<file path="src/rtl/core/pftt_pkg.sv">
// ----------------------------------------------------------------------------
// pftt_pkg
// Shared types and constants of the process flow tracking table.
// ----------------------------------------------------------------------------
package pftt_pkg;

  localparam int unsigned TABLE_ENTRIES = 16;
  localparam int unsigned IDX_W = (TABLE_ENTRIES > 1) ? $clog2(TABLE_ENTRIES) : 1;

  localparam int unsigned PID_W   = 22;
  localparam int unsigned ADDR_W  = 32;
  localparam int unsigned PORT_W  = 16;
  localparam int unsigned TIME_W  = 64;
  localparam int unsigned COUNT_W = 32;

  localparam int unsigned IN_DATA_W  = 160;
  localparam int unsigned IN_USER_W  = 2;
  localparam int unsigned OUT_DATA_W = 232;
  localparam int unsigned OUT_USER_W = 3;

  typedef enum logic [1:0] {
    CMD_RECORD = 2'd0,
    CMD_LOOKUP = 2'd1,
    CMD_REMOVE = 2'd2
  } cmd_e;

  typedef enum logic [2:0] {
    ST_UPDATED   = 3'd0,
    ST_INSERTED  = 3'd1,
    ST_FULL      = 3'd2,
    ST_FOUND     = 3'd3,
    ST_NOT_FOUND = 3'd4,
    ST_REMOVED   = 3'd5
  } status_e;

  // operation walking down the row of entries
  typedef struct packed {
    logic                 valid;
    cmd_e                 cmd;
    logic [PID_W-1:0]     pid;
    logic [PID_W-1:0]     parent;
    logic [ADDR_W-1:0]    addr;
    logic [PORT_W-1:0]    port;
    logic [TIME_W-1:0]    tnow;
    logic                 done;
    logic                 free_hit;
    logic [IDX_W-1:0]     free_idx;
    status_e              status;
    logic [PID_W-1:0]     f_parent;
    logic [ADDR_W-1:0]    f_addr;
    logic [PORT_W-1:0]    f_port;
    logic [TIME_W-1:0]    f_first;
    logic [TIME_W-1:0]    f_last;
    logic [COUNT_W-1:0]   f_count;
  } tok_t;

  // new-entry write broadcast from the tail to all entries
  typedef struct packed {
    logic              en;
    logic [IDX_W-1:0]  idx;
    logic [PID_W-1:0]  pid;
    logic [PID_W-1:0]  parent;
    logic [ADDR_W-1:0] addr;
    logic [PORT_W-1:0] port;
    logic [TIME_W-1:0] tnow;
  } ins_t;

endpackage

</file>
<file path="src/rtl/core/pftt_tail.sv">
// ----------------------------------------------------------------------------
// pftt_tail
// End of the row: final status, new-entry write and output register.
// ----------------------------------------------------------------------------
module pftt_tail (
  input  logic                                clk_i,
  input  logic                                rst_ni,
  input  pftt_pkg::tok_t                      tok_i,
  input  logic                                m_axis_tready,
  output logic                                adv_o,
  output logic                                fire_o,
  output pftt_pkg::ins_t                      ins_o,
  output logic                                m_axis_tvalid,
  output logic [pftt_pkg::OUT_DATA_W-1:0]     m_axis_tdata,
  output logic [pftt_pkg::OUT_USER_W-1:0]     m_axis_tuser
);

  logic                                 out_valid_q;
  logic [pftt_pkg::OUT_DATA_W-1:0]      data_q, data_d;
  pftt_pkg::status_e                    status_q, status_d;
  logic                                 fire;

  assign fire   = tok_i.valid && (!out_valid_q || m_axis_tready);
  assign adv_o  = !(tok_i.valid && out_valid_q && !m_axis_tready);
  assign fire_o = fire;

  always_comb begin
    ins_o.en     = fire && !tok_i.done && (tok_i.cmd == pftt_pkg::CMD_RECORD) &&
                   tok_i.free_hit;
    ins_o.idx    = tok_i.free_idx;
    ins_o.pid    = tok_i.pid;
    ins_o.parent = tok_i.parent;
    ins_o.addr   = tok_i.addr;
    ins_o.port   = tok_i.port;
    ins_o.tnow   = tok_i.tnow;

    priority if (tok_i.done) begin
      status_d = tok_i.status;
    end else if (tok_i.cmd == pftt_pkg::CMD_RECORD) begin
      status_d = tok_i.free_hit ? pftt_pkg::ST_INSERTED : pftt_pkg::ST_FULL;
    end else begin
      status_d = pftt_pkg::ST_NOT_FOUND;
    end

    data_d = {2'b00, tok_i.f_count, tok_i.f_last, tok_i.f_first,
              tok_i.f_port, tok_i.f_addr, tok_i.f_parent};
  end

  always_ff @(posedge clk_i or negedge rst_ni) begin
    if (!rst_ni) begin
      out_valid_q <= 1'b0;
    end else if (fire) begin
      out_valid_q <= 1'b1;
    end else if (m_axis_tready) begin
      out_valid_q <= 1'b0;
    end
  end

  always_ff @(posedge clk_i) begin
    if (fire) begin
      data_q   <= data_d;
      status_q <= status_d;
    end
  end

  assign m_axis_tvalid = out_valid_q;
  assign m_axis_tdata  = data_q;
  assign m_axis_tuser  = status_q;

endmodule

</file>
<file path="config.mk">
export PLATFORM = sky130hd
export DESIGN_NAME = pftt_tail
export DESIGN_NICKNAME = d
export VERILOG_FILES = /design/src/rtl/core/pftt_pkg.sv /design/src/rtl/core/pftt_tail.sv
export SDC_FILE = /design/constraint.sdc
export NUM_CORES = 1
export LEC_CHECK = 0
export BUFFER_PORTS_ARGS = -buffer_cell sky130_fd_sc_hd__buf_2
export CAP_MARGIN = 30
export CORE_AREA = 2 2 308 310
export CTS_CLUSTER_SIZE = 30
export DETAILED_ROUTE_END_ITERATION = 10
export DIE_AREA = 0 0 310 312
export PLACE_DENSITY_LB_ADDON = 0.25
export SLEW_MARGIN = 20
export SYNTH_ARGS = -nofsm -noshare
export SYNTH_HDL_FRONTEND = slang
export SYNTH_SLANG_ARGS = --single-unit
export TNS_END_PERCENT = 50
</file>
<file path="constraint.sdc">
create_clock -name clk_i -period 8.4 [get_ports clk_i]
set_clock_uncertainty 0.05 [all_clocks]
set_input_delay 1.68 -clock clk_i [delete_from_list [all_inputs] [get_ports clk_i]]
set_output_delay 1.68 -clock clk_i [all_outputs]
set_load 0.02 [all_outputs]
</file>
# Yosys cells after proc, flatten, opt, wreduce, memory -nomap -nowiden
# Index checks and enable logic that the tools add are counted.
word_totals:
  reg_bits: 234
  out_inout_bits: 399
  wordCells: 21
op_classes:
  mux: 5
  n_reduce_logical: 13
ops:
  columns: ["operator", "count"]
  rows:
  - ["$logic_and 1x1->1", 6]
  - ["$mux 3", 2]
  - ["$logic_not 1->1", 4]
  - ["$logic_not 2->1", 1]
  - ["$mux 1", 2]
  - ["$mux 2", 1]
  - ["$reduce_bool 2->1", 1]
  - ["$logic_or 1x1->1", 1]

# Logic depth before layout (Yosys ltp)
logic_depth:
  word_depth: 6
  ltp_mapped: 2
  mapped_depth_nobuf: 2

# Least setup slack after synthesis
# Ideal clock, no wire load.
synth_timing:
  path_kind: "input -> output"
  from: "in m_axis_tready"
  to: "out fire_o"
  t_arrival_ns: 7.232
  required_time_ns: 6.670
  setup_slack_ns: -0.562
  path_stages: 2
  n_path_buf: 0
  path_cell_list: "nand2b_1 and2_1"
synth_via:
  elab_chain_len: 2
synth_lines:
  columns: ["element", "line_no", "source"]
  rows:
  - ["start, declared", "pftt_tail.sv:9", "input logic m_axis_tready,"]
  - ["$logic_or 1x1->1", "pftt_tail.sv:23", "assign fire = tok_i.valid && (!out_valid_q || m_axis_tready);"]
  - ["$logic_and 1x1->1", "pftt_tail.sv:23", null]
  - ["end, declared", "pftt_tail.sv:11", "output logic fire_o,"]
# No other way between the ends.

# Worst setup path in the final report
# Ends and elaborated chain as after synthesis.

==> metrics.txt <==
outcome finished clean; chip height approximately 310 um; largest area contributor in the synthesized netlist edfxtp_1; crit-path cells buf_2, nand2b_1, and2_4, buf_2; Clk Latency, worst-skew pair ~0.6 ns; max-slew violation count 0; slowest stage delay, CP 0.34 ns; Synth Area per Inst approximately 20 um^2; final count of hold timing violations 0; DIE AREA between 90000 and 100000 um^2; Final Wtd Congestion between 0.6 and 0.7; YS warnings 0; Synth cell types 12; first-pass GRT wire length about 39000 um; sequential share of power 0.470; ratio of cells with drive above 1 in the final layout 0.6808; Max Cap Viol 0; most used cell, CP buf_2; H-Tree Level Count 1; WP data required between 6 and 7 ns; Synth top area share 0.8404; CTS tree done; critical path's slowest cell and2_4; peak supply drop 0.0001631 V; I/O Buffers 477; CP Launch Type primary input; Non-Filler Instances between 2000 and 2500; Routed Wire Length around 30000 um; CP Class in -> out; total global routing track utilization 0.05681; Synth Flop Type edfxtp_1; largest net degree at the start of global routing between 100 and 150; P_leak about 0.0047 uW; clock power share 0.447; vias in the first global route ~5200; antenna viol nets, final 0; Post-CTS Resized 0; top-count cell post-synth edfxtp_1; final setup violating endpoints 0; relative slew slack 0.4063; fmax roughly 240 MHz; total gr overflow 0; initial antenna violation count 6; Post-synth EDFFs 233; Core ar. ~93000 um^2; CP max FO 14; switching power of the nets between 700 and 800 uW; via/cell ratio around 2.4; die width a little over 300 um; final worst-path cycle share 0.5032; TNS Setup 0 ns; clk sink count around 230; Starting Density 0.08947; hold_buf cts 0; CP arrival roughly 2.5 ns; Pwr per Cell Area between 200 and 250 nW/um^2; synthesis-to-layout area growth 45.42%; # placed instances between 1500 and 2000; sequential cell area fraction in the yosys report 0.8434; min Tclk post-route 4.227 ns; Remaining DRCs 0; setup bufs post-CTS 0; CTS clk-pin slew, worst paths about 0.06 ns; num rows around 110; Internal Power ~2200 uW; RSZ-0062 raised after global routing no; CTS Buffer Depth 3; Logic pwr share 0.083; Final nets between 1000 and 1500; Synth top cells by count edfxtp_1, buf_4, a22o_2, inv_1, nand2b_1; Synth Register Bits approximately 230; cell count after synthesis between 400 and 500; worst-margin pin slew 0.8906 ns; largest cells by area after synthesis edfxtp_1, buf_4, dfrtp_1; Worst setup EP type output pin; Hold Crit Class reg -> reg; clk root buf clkbuf_16; switch share 0.2399; DP HPWL around 24000 um; TritonCTS Buffers 29; Routed WL per cell around 15 um; via count 4830; Synth async-reset ratio 0.004274; Synth Cell Area approximately 8300 um^2; DR iter-0 viols approximately 360; Boundary Pins 800; first drt pass iteration count 4
routing by layer:
layer / up-vias / share of wire / track usage
met5: - / 0 / 0
met1: 2224 / 0.31 / 0.05095
met2: 434 / 0.47 / 0.09700
li1: 2034 / - / -
met3: 138 / 0.16 / 0.03492
met4: 0 / 0.062 / 0.03316
critical path: cells and delay by family:
kind                   cells  cell delay [ns]
buffers and inverters      2             0.33
and+or+nand+nor            2             0.47
sequential cells by signal, summed over array words and instances (netlist names):
name           cells
m_axis_tdata     230
m_axis_tuser       3
m_axis_tvalid      1
cell families after synthesis:
kind of cell / synth area share
compound gates: 0.003005
simple gates: 0.006163
buf+inv: 0.1470
other cells: 0.0004504
flops: 0.8434
final timing paths:
check,start,to,slack [ns],cells past startpoint
worst max-delay path,m_axis_tready,fire_o,4.17,4
worst min-delay path,m_axis_tvalid$_DFFE_PN0P_,m_axis_tvalid$_DFFE_PN0P_,0.56,2
worst max register to register,m_axis_tvalid$_DFFE_PN0P_,m_axis_tdata[199]$_DFFE_PP_,5.67,4
worst min register to register,m_axis_tvalid$_DFFE_PN0P_,m_axis_tvalid$_DFFE_PN0P_,0.56,2
max in group asynchronous,rst_ni,m_axis_tvalid$_DFFE_PN0P_,7.43,1
min in group asynchronous,rst_ni,m_axis_tvalid$_DFFE_PN0P_,0.78,1
per-stage QoR:
stage	hold WS (ns)	setup WS (ns)	area (um^2)	power [uW]	utilization
after detailed placement	0.5561	4.095	11110	1657	0.1194
after floorplan	0.5938	1.988	8330	1629	-
after CTS	0.5738	4.096	12100	3029	0.1300
after global routing	0.6127	4.069	12100	3084	0.1300
final	0.5554	4.173	12110	2936	0.1301
after global placement	0.5423	4.106	11110	1656	0.1194
layout by cell type, fill, tap and decap left out, drive strengths merged, types with 2 or more instances in the layout:
cell	synthesis	routed
clkinv	0	14
a22o	2	2
inv	2	4
conb	1	2
edfxtp	233	233
clkbuf	0	31
bufinv	0	5
buf	162	480
diode	0	3
nand2b	2	2
area by class of cell:
cell class / count / area [um^2]
sequential: 234 / 7022
multi-input combinational: 11 / 86.33
timing repair buffer: 480 / 2422
clock buffer: 31 / 733.2
tap: 1254 / 1569
antenna: 3 / 7.507
clock inverter: 22 / 259.0
inverter: 2 / 7.507
fill: 10530 / 80940
power groups by stage:
stage	logic (uW)	clock network (uW)	registers, uW
floorplan	136	0	1490
global placement	250	0	1410
detailed placement	251	0	1410
CTS	251	1400	1380
global route	264	1430	1390
finish	242	1310	1380
(Power assumes the default switching activity.)
