`config.mk`:
```
export PLATFORM = sky130hd
export DESIGN_NAME = pftt_cell
export DESIGN_NICKNAME = d
export VERILOG_FILES = /design/src/rtl/core/pftt_pkg.sv /design/src/rtl/core/pftt_cell.sv
export SDC_FILE = /design/constraint.sdc
export NUM_CORES = 1
export LEC_CHECK = 0
export BUFFER_PORTS_ARGS = -buffer_cell sky130_fd_sc_hd__buf_4
export CAP_MARGIN = 30
export CORE_AREA = 4 4 378 380
export CTS_CLUSTER_DIAMETER = 50
export DETAILED_ROUTE_END_ITERATION = 12
export DIE_AREA = 0 0 382 384
export SLEW_MARGIN = 5
export SYNTH_ARGS = -nofsm -noshare
export SYNTH_HDL_FRONTEND = slang
export SYNTH_SLANG_ARGS = --single-unit
```
`constraint.sdc`:
```
create_clock -name clk_i -period 9.2 [get_ports clk_i]
set_input_delay 0 -clock clk_i [delete_from_list [all_inputs] [get_ports clk_i]]
set_output_delay 0 -clock clk_i [all_outputs]
set_load 0.01 [all_outputs]
```
`src/rtl/core/pftt_pkg.sv`:
```
// ----------------------------------------------------------------------------
// pftt_pkg
// Shared types and constants of the process flow tracking table.
// ----------------------------------------------------------------------------
package pftt_pkg;

  localparam int unsigned TABLE_ENTRIES = 16;
  localparam int unsigned IDX_W = (TABLE_ENTRIES > 1) ? $clog2(TABLE_ENTRIES) : 1;

  localparam int unsigned PID_W   = 22;
  localparam int unsigned ADDR_W  = 32;
  localparam int unsigned PORT_W  = 16;
  localparam int unsigned TIME_W  = 64;
  localparam int unsigned COUNT_W = 32;

  localparam int unsigned IN_DATA_W  = 160;
  localparam int unsigned IN_USER_W  = 2;
  localparam int unsigned OUT_DATA_W = 232;
  localparam int unsigned OUT_USER_W = 3;

  typedef enum logic [1:0] {
    CMD_RECORD = 2'd0,
    CMD_LOOKUP = 2'd1,
    CMD_REMOVE = 2'd2
  } cmd_e;

  typedef enum logic [2:0] {
    ST_UPDATED   = 3'd0,
    ST_INSERTED  = 3'd1,
    ST_FULL      = 3'd2,
    ST_FOUND     = 3'd3,
    ST_NOT_FOUND = 3'd4,
    ST_REMOVED   = 3'd5
  } status_e;

  // operation walking down the row of entries
  typedef struct packed {
    logic                 valid;
    cmd_e                 cmd;
    logic [PID_W-1:0]     pid;
    logic [PID_W-1:0]     parent;
    logic [ADDR_W-1:0]    addr;
    logic [PORT_W-1:0]    port;
    logic [TIME_W-1:0]    tnow;
    logic                 done;
    logic                 free_hit;
    logic [IDX_W-1:0]     free_idx;
    status_e              status;
    logic [PID_W-1:0]     f_parent;
    logic [ADDR_W-1:0]    f_addr;
    logic [PORT_W-1:0]    f_port;
    logic [TIME_W-1:0]    f_first;
    logic [TIME_W-1:0]    f_last;
    logic [COUNT_W-1:0]   f_count;
  } tok_t;

  // new-entry write broadcast from the tail to all entries
  typedef struct packed {
    logic              en;
    logic [IDX_W-1:0]  idx;
    logic [PID_W-1:0]  pid;
    logic [PID_W-1:0]  parent;
    logic [ADDR_W-1:0] addr;
    logic [PORT_W-1:0] port;
    logic [TIME_W-1:0] tnow;
  } ins_t;

endpackage

```
`src/rtl/core/pftt_cell.sv`:
```
// ----------------------------------------------------------------------------
// pftt_cell
// One table entry; applies the passing operation and hands it to the next.
// ----------------------------------------------------------------------------
module pftt_cell (
  input  logic                          clk_i,
  input  logic                          rst_ni,
  input  logic                          adv_i,
  input  logic [pftt_pkg::IDX_W-1:0]    idx_i,
  input  pftt_pkg::tok_t                tok_i,
  input  pftt_pkg::ins_t                ins_i,
  output pftt_pkg::tok_t                tok_o
);

  logic                           valid_q, valid_d;
  logic [pftt_pkg::PID_W-1:0]     proc_q, proc_d;
  logic [pftt_pkg::PID_W-1:0]     parent_q, parent_d;
  logic [pftt_pkg::ADDR_W-1:0]    addr_q, addr_d;
  logic [pftt_pkg::PORT_W-1:0]    port_q, port_d;
  logic [pftt_pkg::TIME_W-1:0]    first_q, first_d;
  logic [pftt_pkg::TIME_W-1:0]    last_q, last_d;
  logic [pftt_pkg::COUNT_W-1:0]   count_q, count_d;
  pftt_pkg::tok_t                 tok_q, tok_d;
  logic                           hit;

  assign hit = tok_i.valid && valid_q && !tok_i.done && (proc_q == tok_i.pid);

  always_comb begin
    valid_d  = valid_q;
    proc_d   = proc_q;
    parent_d = parent_q;
    addr_d   = addr_q;
    port_d   = port_q;
    first_d  = first_q;
    last_d   = last_q;
    count_d  = count_q;
    tok_d    = tok_i;
    if (hit) begin
      unique case (tok_i.cmd)
        pftt_pkg::CMD_RECORD: begin
          addr_d       = tok_i.addr;
          port_d       = tok_i.port;
          last_d       = tok_i.tnow;
          count_d      = (count_q != '1) ? count_q + pftt_pkg::COUNT_W'(1) : count_q;
          tok_d.done   = 1'b1;
          tok_d.status = pftt_pkg::ST_UPDATED;
        end
        pftt_pkg::CMD_LOOKUP: begin
          tok_d.done     = 1'b1;
          tok_d.status   = pftt_pkg::ST_FOUND;
          tok_d.f_parent = parent_q;
          tok_d.f_addr   = addr_q;
          tok_d.f_port   = port_q;
          tok_d.f_first  = first_q;
          tok_d.f_last   = last_q;
          tok_d.f_count  = count_q;
        end
        pftt_pkg::CMD_REMOVE: begin
          valid_d      = 1'b0;
          tok_d.done   = 1'b1;
          tok_d.status = pftt_pkg::ST_REMOVED;
        end
        default: begin
        end
      endcase
    end
    if (tok_i.valid && !valid_q && !tok_i.free_hit) begin
      tok_d.free_hit = 1'b1;
      tok_d.free_idx = idx_i;
    end
    if (ins_i.en && (ins_i.idx == idx_i)) begin
      valid_d  = 1'b1;
      proc_d   = ins_i.pid;
      parent_d = ins_i.parent;
      addr_d   = ins_i.addr;
      port_d   = ins_i.port;
      first_d  = ins_i.tnow;
      last_d   = ins_i.tnow;
      count_d  = pftt_pkg::COUNT_W'(1);
    end
  end

  always_ff @(posedge clk_i or negedge rst_ni) begin
    if (!rst_ni) begin
      valid_q <= 1'b0;
      tok_q   <= '0;
    end else if (adv_i) begin
      valid_q <= valid_d;
      tok_q   <= tok_d;
    end
  end

  always_ff @(posedge clk_i) begin
    if (adv_i) begin
      proc_q   <= proc_d;
      parent_q <= parent_d;
      addr_q   <= addr_d;
      port_q   <= port_d;
      first_q  <= first_d;
      last_q   <= last_d;
      count_q  <= count_d;
    end
  end

  assign tok_o = tok_q;

endmodule

```
* Word-level counts from Yosys, hierarchy flattened
Index checks and enable logic that the tools add are counted.
W data, S select, Z words.
** Cells by class
- Add/subtract/negate cells :: 1
- Multiply operators :: 0
- Div/mod/pow operators :: 0
- Magnitude comparators :: 0
- Eq/ne operators :: 5
- Shift-type cells :: 0
- Muxes and demuxes :: 21
- Bitwise logic cells :: 0
- Reduce and logical (&&, ||, !) cells :: 19
** Operators with widths (count)
- $mux W233 :: 1
- $mux W230 :: 1
- $mux W32 :: 6
- $mux W64 :: 3
- $mux W16 :: 3
- $add A32 B1 Y32 const B :: 1
- $ne A32 B32 Y1 const B :: 1
- $eq A22 B22 Y1 :: 1
- $pmux W3 S3 :: 1
- $reduce_bool A2 Y1 :: 4
- $logic_and A1 B1 Y1 :: 6
- $reduce_and A3 Y1 :: 2
- $mux W1 :: 5
- $mux W5 :: 1
- $eq A4 B4 Y1 :: 1
- $reduce_and A4 Y1 :: 1
- $logic_not A1 Y1 :: 3
- $reduce_or A3 Y1 :: 1
- $eq A2 B1 Y1 const B :: 1
- $eq A2 B2 Y1 const B :: 1
- $logic_not A2 Y1 :: 1
- $reduce_and A2 Y1 :: 1
** Word-level totals
- Register bits after elaboration :: 651
- Latch bits :: 0
- Memory bits (writable) :: 0
- ROM bits :: 0
- Input bits :: 566
- Logic and storage cells :: 71
- Memories kept :: 0

* Longest topological paths before layout
- Depth after elaboration :: 5
- Gate-level depth with buffers :: 8
- Depth with buffers taken out :: 6

* Worst setup path after synthesis
No wires, ideal clock.
- Path kind :: register to register
- Start :: register proc_q[2] (netlist name)
- End :: register addr_q[0] (netlist name) (enable)
- Arrival :: 6638 ps
- Slack :: 1964 ps
- Stages on the path, launching flop included :: 8
- Path buffers :: 2
- Clock period less this slack :: 7236 ps
- Path through :: edfxtp_1 -> xor2_1 -> nor4_2 -> nand4_2 -> buf_4 -> buf_6 -> o31a_1 -> nor2b_1
** Between the ends
- Longest elaborated chain between the ends :: 4
** RTL lines
- start: declaration :: RTL line pftt_cell.sv:16 : logic [pftt_pkg::PID_W-1:0] proc_q, proc_d;
- start signal: assignment :: RTL line pftt_cell.sv:95 : proc_q <= proc_d;
- $eq A22 B22 Y1 :: RTL line pftt_cell.sv:26 : assign hit = tok_i.valid && valid_q && !tok_i.done && (proc_q == tok_i.pid);
- $logic_and A1 B1 Y1 :: RTL line pftt_cell.sv:26
- $reduce_bool A2 Y1 (no source line)
- $reduce_and A3 Y1 (no source line)
- end signal: assignment :: RTL line pftt_cell.sv:97 : addr_q <= addr_d;
- end: declaration :: RTL line pftt_cell.sv:18 : logic [pftt_pkg::ADDR_W-1:0] addr_q, addr_d;
No other way between the ends.
A chain may end at the register's enable or synchronous reset.

* Final worst setup path
- Start :: register proc_q[7] (netlist name)
- End :: register tok_q, in the netlist tok_o[231]
** Between the ends
- Longest elaborated chain between the ends :: 3
** RTL lines
- $eq A22 B22 Y1 :: RTL line pftt_cell.sv:26
- $logic_and A1 B1 Y1 :: RTL line pftt_cell.sv:26
- $mux W233 :: RTL line pftt_cell.sv:38 : if (hit) begin
- end signal: assignment :: RTL line pftt_cell.sv:89 : tok_q <= tok_d;
- end: declaration :: RTL line pftt_cell.sv:23 : pftt_pkg::tok_t tok_q, tok_d;
No other way between the ends.

==> results <==
- The launch point of the worst reg-to-reg path is proc_q[7]$_DFFE_PP_.
- The floorplan step set the die width to 382 um.
- Routability-driven placement finished with a final weighted congestion of 0.8811.
- In the final routed layout, each cell accounts on average for approximately 21 um.
- The detail route stage leaves a number of antenna-violating nets equal to 0.
- The part of the total power dissipated in combinational logic is about 15%.
- The cell taking the most area after synthesis is dfrtp_1.
- Clock tree synthesis inserted a total of 94 buffers.
- The synthesis-to-finish area growth is 64.50%.
- The first TritonRoute pass finished after 7 iterations.
- The setup slack of the worst register-to-register path is 5.24 ns.
- Setup repair after global routing left no endpoint under its margin.
- The height of the die is 384 um.
- The average instance in the mapped netlist occupies 11.52 um2.
- The area of the mapped netlist is approximately 29000 um2.
- Detailed placement finished with a half-perimeter wire length of approximately 85000 um.
- The die covers between 100000 and 150000 um2.
- The class of the worst hold path is input pin to register.
- The data required time of the critical path is between 9 and 10 ns.
- The post-route netlist has between 30% and 40% of its cells at a drive strength greater than 1.
- In this run the power density over the cells is 174.1 nW/um2.
- Once the clock tree was built, the setup fixing pass inserted 0 buffers.
- The H-tree depth is 3.
- After detailed routing, the total wire length is 128800 um.
- At the pin with the least slew margin, the transition time is between 1 and 1.5 ns.
- The worst path needs between 3 and 4 ns of the cycle, external delays included.
- The master cell of the clock root buffer is clkbuf_16.
- The max capacitance violation total is 0.
- The yosys synthesis warning count is 0.
- For this design the top-level I/O count stands at 964.
- After detailed routing, the number of remaining DRC violations is 0.
- At the later pin of the worst-skew pair, clock insertion delay measures 0.70 ns.
- After Yosys synthesis, full adders, half adders and majority gates account for 0.2576% of the synthesized area.
- For this run, the total global-route usage over all layers was measured as 16.76%.
- After global routing the overflow that remains totals 0.
- Counting every sink on the clock net gives 651.
- The highest clock rate is ~250 MHz.
- Counting along the longest clock path gives a buffer depth of 3.
- The design draws 8.346 mW.
- The count of buffers added on input and output ports is 963.
- The flow ran to the end, and the final reports show no timing, DRC or antenna violations.
- The post-route clock period utilization is a little over two fifths.
- The post-synth net total is 3102.
- The peak supply drop is 0.1549 mV.
- The initial antenna violation count came to 15.
- Dividing the detail-routed via count by the number of cells gives between 4 and 5.
- The largest clock skew in the final design is 0.04627 ns.
- In the post-synthesis netlist, the biggest area contributors are dfrtp_1 34%, edfxtp_1 26%, mux2_2 10%.
- After Yosys synthesis, XOR and XNOR cells account for around 1.6% of the synthesized area.
- On the final layout, the worst hold slack is 0.06350 ns.
- The number of synthesized register bits is roughly 650.
- The analysis attributes to net switching a power of 2.221 mW.
- The number of failing hold endpoints at the final stage is 0.
- The wire length of the first global-routing pass is 187800 um.
- The kind of critical path is register to register.
- The synthesized design contains 252 enable-type register cells.
- The worst-case headroom to the max-slew limit is 24.22%.
- The unique cell type count in the Yosys netlist is 39.
- For this configuration, the core starts out at a cell density of 20.94%.
- After routing the design area is 47950 um2.
- The synthesized netlist devotes 9.366% of its cell area to compound gates.
- For the final routed database, the setup TNS stands at 0 ns.
- After Yosys synthesis, and, or, nand and nor cells account for 14.08% of the synthesized area.
- The number of cells on the worst reg-to-reg path is 9.
- In this run, the clock network consumes 44.8% of the power.
- The sort of element at the end of the critical path is a register.
- The mux share of post-synthesis cell area is 10.61%.
- The top cell type by area accounts for between 30% and 40% of the synthesized area.
- The final-report setup violation count is 0.
- Summing all placed instances gives a cell area of 38010 um2.
- After clock tree synthesis, the clock-pin slew on the worst setup and hold paths is approximately 0.060 ns.
- The switching fraction of total power is a little over a quarter.
- The maximum fanout encountered on the critical timing path is 108.
- The number of global-route vias before repair is 28670.
- The standard-cell row count is 137.
- The count of nets after finishing is ~4600.
- The clock tree from TritonCTS is yes.
- The cell internal power dissipation is 6.125 mW.
- For this block, the via count after detailed routing is 27400.
- The instance count of the mapped netlist is 2530.
- The placeable core region is 139200 um2.
- The initial DRC count is 1859.
- The kind of launch point of the worst setup path is a register.
- The dominant combinational cell family by area after synthesis is simple AND/OR/NAND/NOR gates.
- The data arrival time of the critical path is approximately 4.5 ns.
- The most used flip-flop cell after synthesis is dfrtp_1.
- The launching instance or port of the critical path is proc_q[7]$_DFFE_PP_.
- The capturing instance or port of the critical path is tok_o[231]$_DFFE_PN0P_.
- The final count of pins violating max slew is 0.
- The worst reg2reg path endpoint is tok_o[231]$_DFFE_PN0P_.
- The share of flip-flops with an asynchronous set or reset is 61.29%.
- In this run, flip-flops and latches consume 39.8% of the power.
- Entering global routing, the biggest net connects 203 pins.
- Summed over all cells, the static leakage comes to 18.64 nW.
- The sequential fraction of the synthesis area is 60.22%.
[layout by cell type, fill, tap and decap left out, types with 6 or more instances in the layout]
cell type,instances
buf_4,989
dlygate4sd3_1,659
dfrtp_1,399
mux2_2,271
nor2_1,268
edfxtp_1,252
nand3_1,240
or3_1,237
a31oi_1,234
o21ai_0,233
clkbuf_16,95
xor2_1,42
inv_6,16
clkinv_2,14
nand2_1,13
clkbuf_1,13
diode_2,11
xnor2_1,10
and3_1,10
nand4_1,10
a21oi_1,10
inv_8,9
inv_1,7
bufinv_16,7
clkbuf_8,7
nor3_1,6
and2_1,6
buf_12,6
[cell usage after synthesis, types with 2 or more instances]
| master | instances |
|---|---|
| a21oi_1 | 10 |
| a31oi_1 | 234 |
| and2_1 | 7 |
| and3_1 | 11 |
| and4_1 | 3 |
| buf_1 | 10 |
| buf_2 | 7 |
| buf_4 | 3 |
| buf_6 | 23 |
| clkbuf_1 | 202 |
| dfrtp_1 | 399 |
| edfxtp_1 | 252 |
| ha_1 | 6 |
| inv_1 | 7 |
| mux2_2 | 271 |
| mux2i_1 | 4 |
| nand2_1 | 14 |
| nand3_1 | 240 |
| nand3b_1 | 3 |
| nand4_1 | 10 |
| nor2_1 | 268 |
| nor3_1 | 6 |
| nor4_1 | 2 |
| nor4_2 | 2 |
| o21ai_0 | 233 |
| o41ai_1 | 3 |
| or3_1 | 237 |
| or4_1 | 2 |
| xnor2_1 | 10 |
| xor2_1 | 42 |
[cell type report]
type                            count  area, um2
Antenna cell                       11      27.53
Inverter                            7      26.28
Fill cell                       13690      91240
Sequential cell                   651      17550
Clock inverter                     63      737.0
Tap cell                         1876       2347
Timing Repair Buffer             1658      14230
Clock buffer                      115       2522
Multi-Input combinational cell   1627      10510
[cell families (layout without fill, tap and decap cells)]
group / after synthesis / count (layout)
buf+inv: 252 / 1843
fa+ha+maj: 6 / 6
mux: 275 / 275
flops: 651 / 651
xor+xnor: 52 / 52
compound gates: 483 / 483
other cells: 0 / 11
simple gates: 811 / 811
[critical path, stage by stage, from the launching register on]
cell and delay (ns):
edfxtp_1 0.37, xor2_1 0.18, nor4_4 0.27, buf_4 0.54, buf_12 0.40, inv_1 0.26, o41ai_1 0.33, dlygate4sd3_1 0.61
a31oi_1 0.08, dlygate4sd3_1 0.59
[per-layer routing]
layer	vias to the layer above	part of all wire (%)	GRT usage (%)
li1	12340	-	-
met1	13560	40	20.27
met2	1210	48	27.81
met3	295	7.4	4.357
met4	0	4.8	7.976
met5	-	0	0
[per-stage QoR]
step,utilization [%],cells,setup slack (ns)
floorplan,-,2530,1.964
global placement,27.31,5158,5.473
detailed placement,27.31,5158,5.390
CTS,34.40,5995,5.261
global route,34.44,6004,4.940
finish,34.45,6008,5.237
[timing repair]
action                    CTS  global route
gates resized for setup     0             0
hold buffers              659             1
hold endpoints to repair  704             1
[flip-flops by register name (all words and copies together) (netlist names)]
signal,flops
port_q,16
addr_q,32
parent_q,22
valid_q,1
count_q,32
proc_q,22
last_q,64
tok_o,398
first_q,64
[worst min path at each step]
stage | startpoint | endpoint | slack (ns) | depth (start not counted)
after floorplan | rst_ni | tok_o[0]$_DFFE_PN0P_ | -0.30 | 0
after global placement | rst_ni | tok_o[16]$_DFFE_PN0P_ | 0.05 | 1
after detailed placement | rst_ni | tok_o[18]$_DFFE_PN0P_ | 0.06 | 1
after CTS | ins_i[121] | parent_q[9]$_DFFE_PP_ | 0.0006 | 2
after global routing | ins_i[119] | parent_q[7]$_DFFE_PP_ | 0.009 | 2
final | ins_i[13] | first_q[13]$_DFFE_PP_ | 0.06 | 2
[power by group through the flow]
stage	registers, mW	clock network (mW)	logic (mW)
floorplan	3.43	0	0.288
global placement	3.36	0	1.02
detailed placement	3.37	0	1.03
CTS	3.32	3.83	1.28
global route	3.34	3.95	1.37
finish	3.32	3.74	1.29
(Power assumes the default switching activity.)
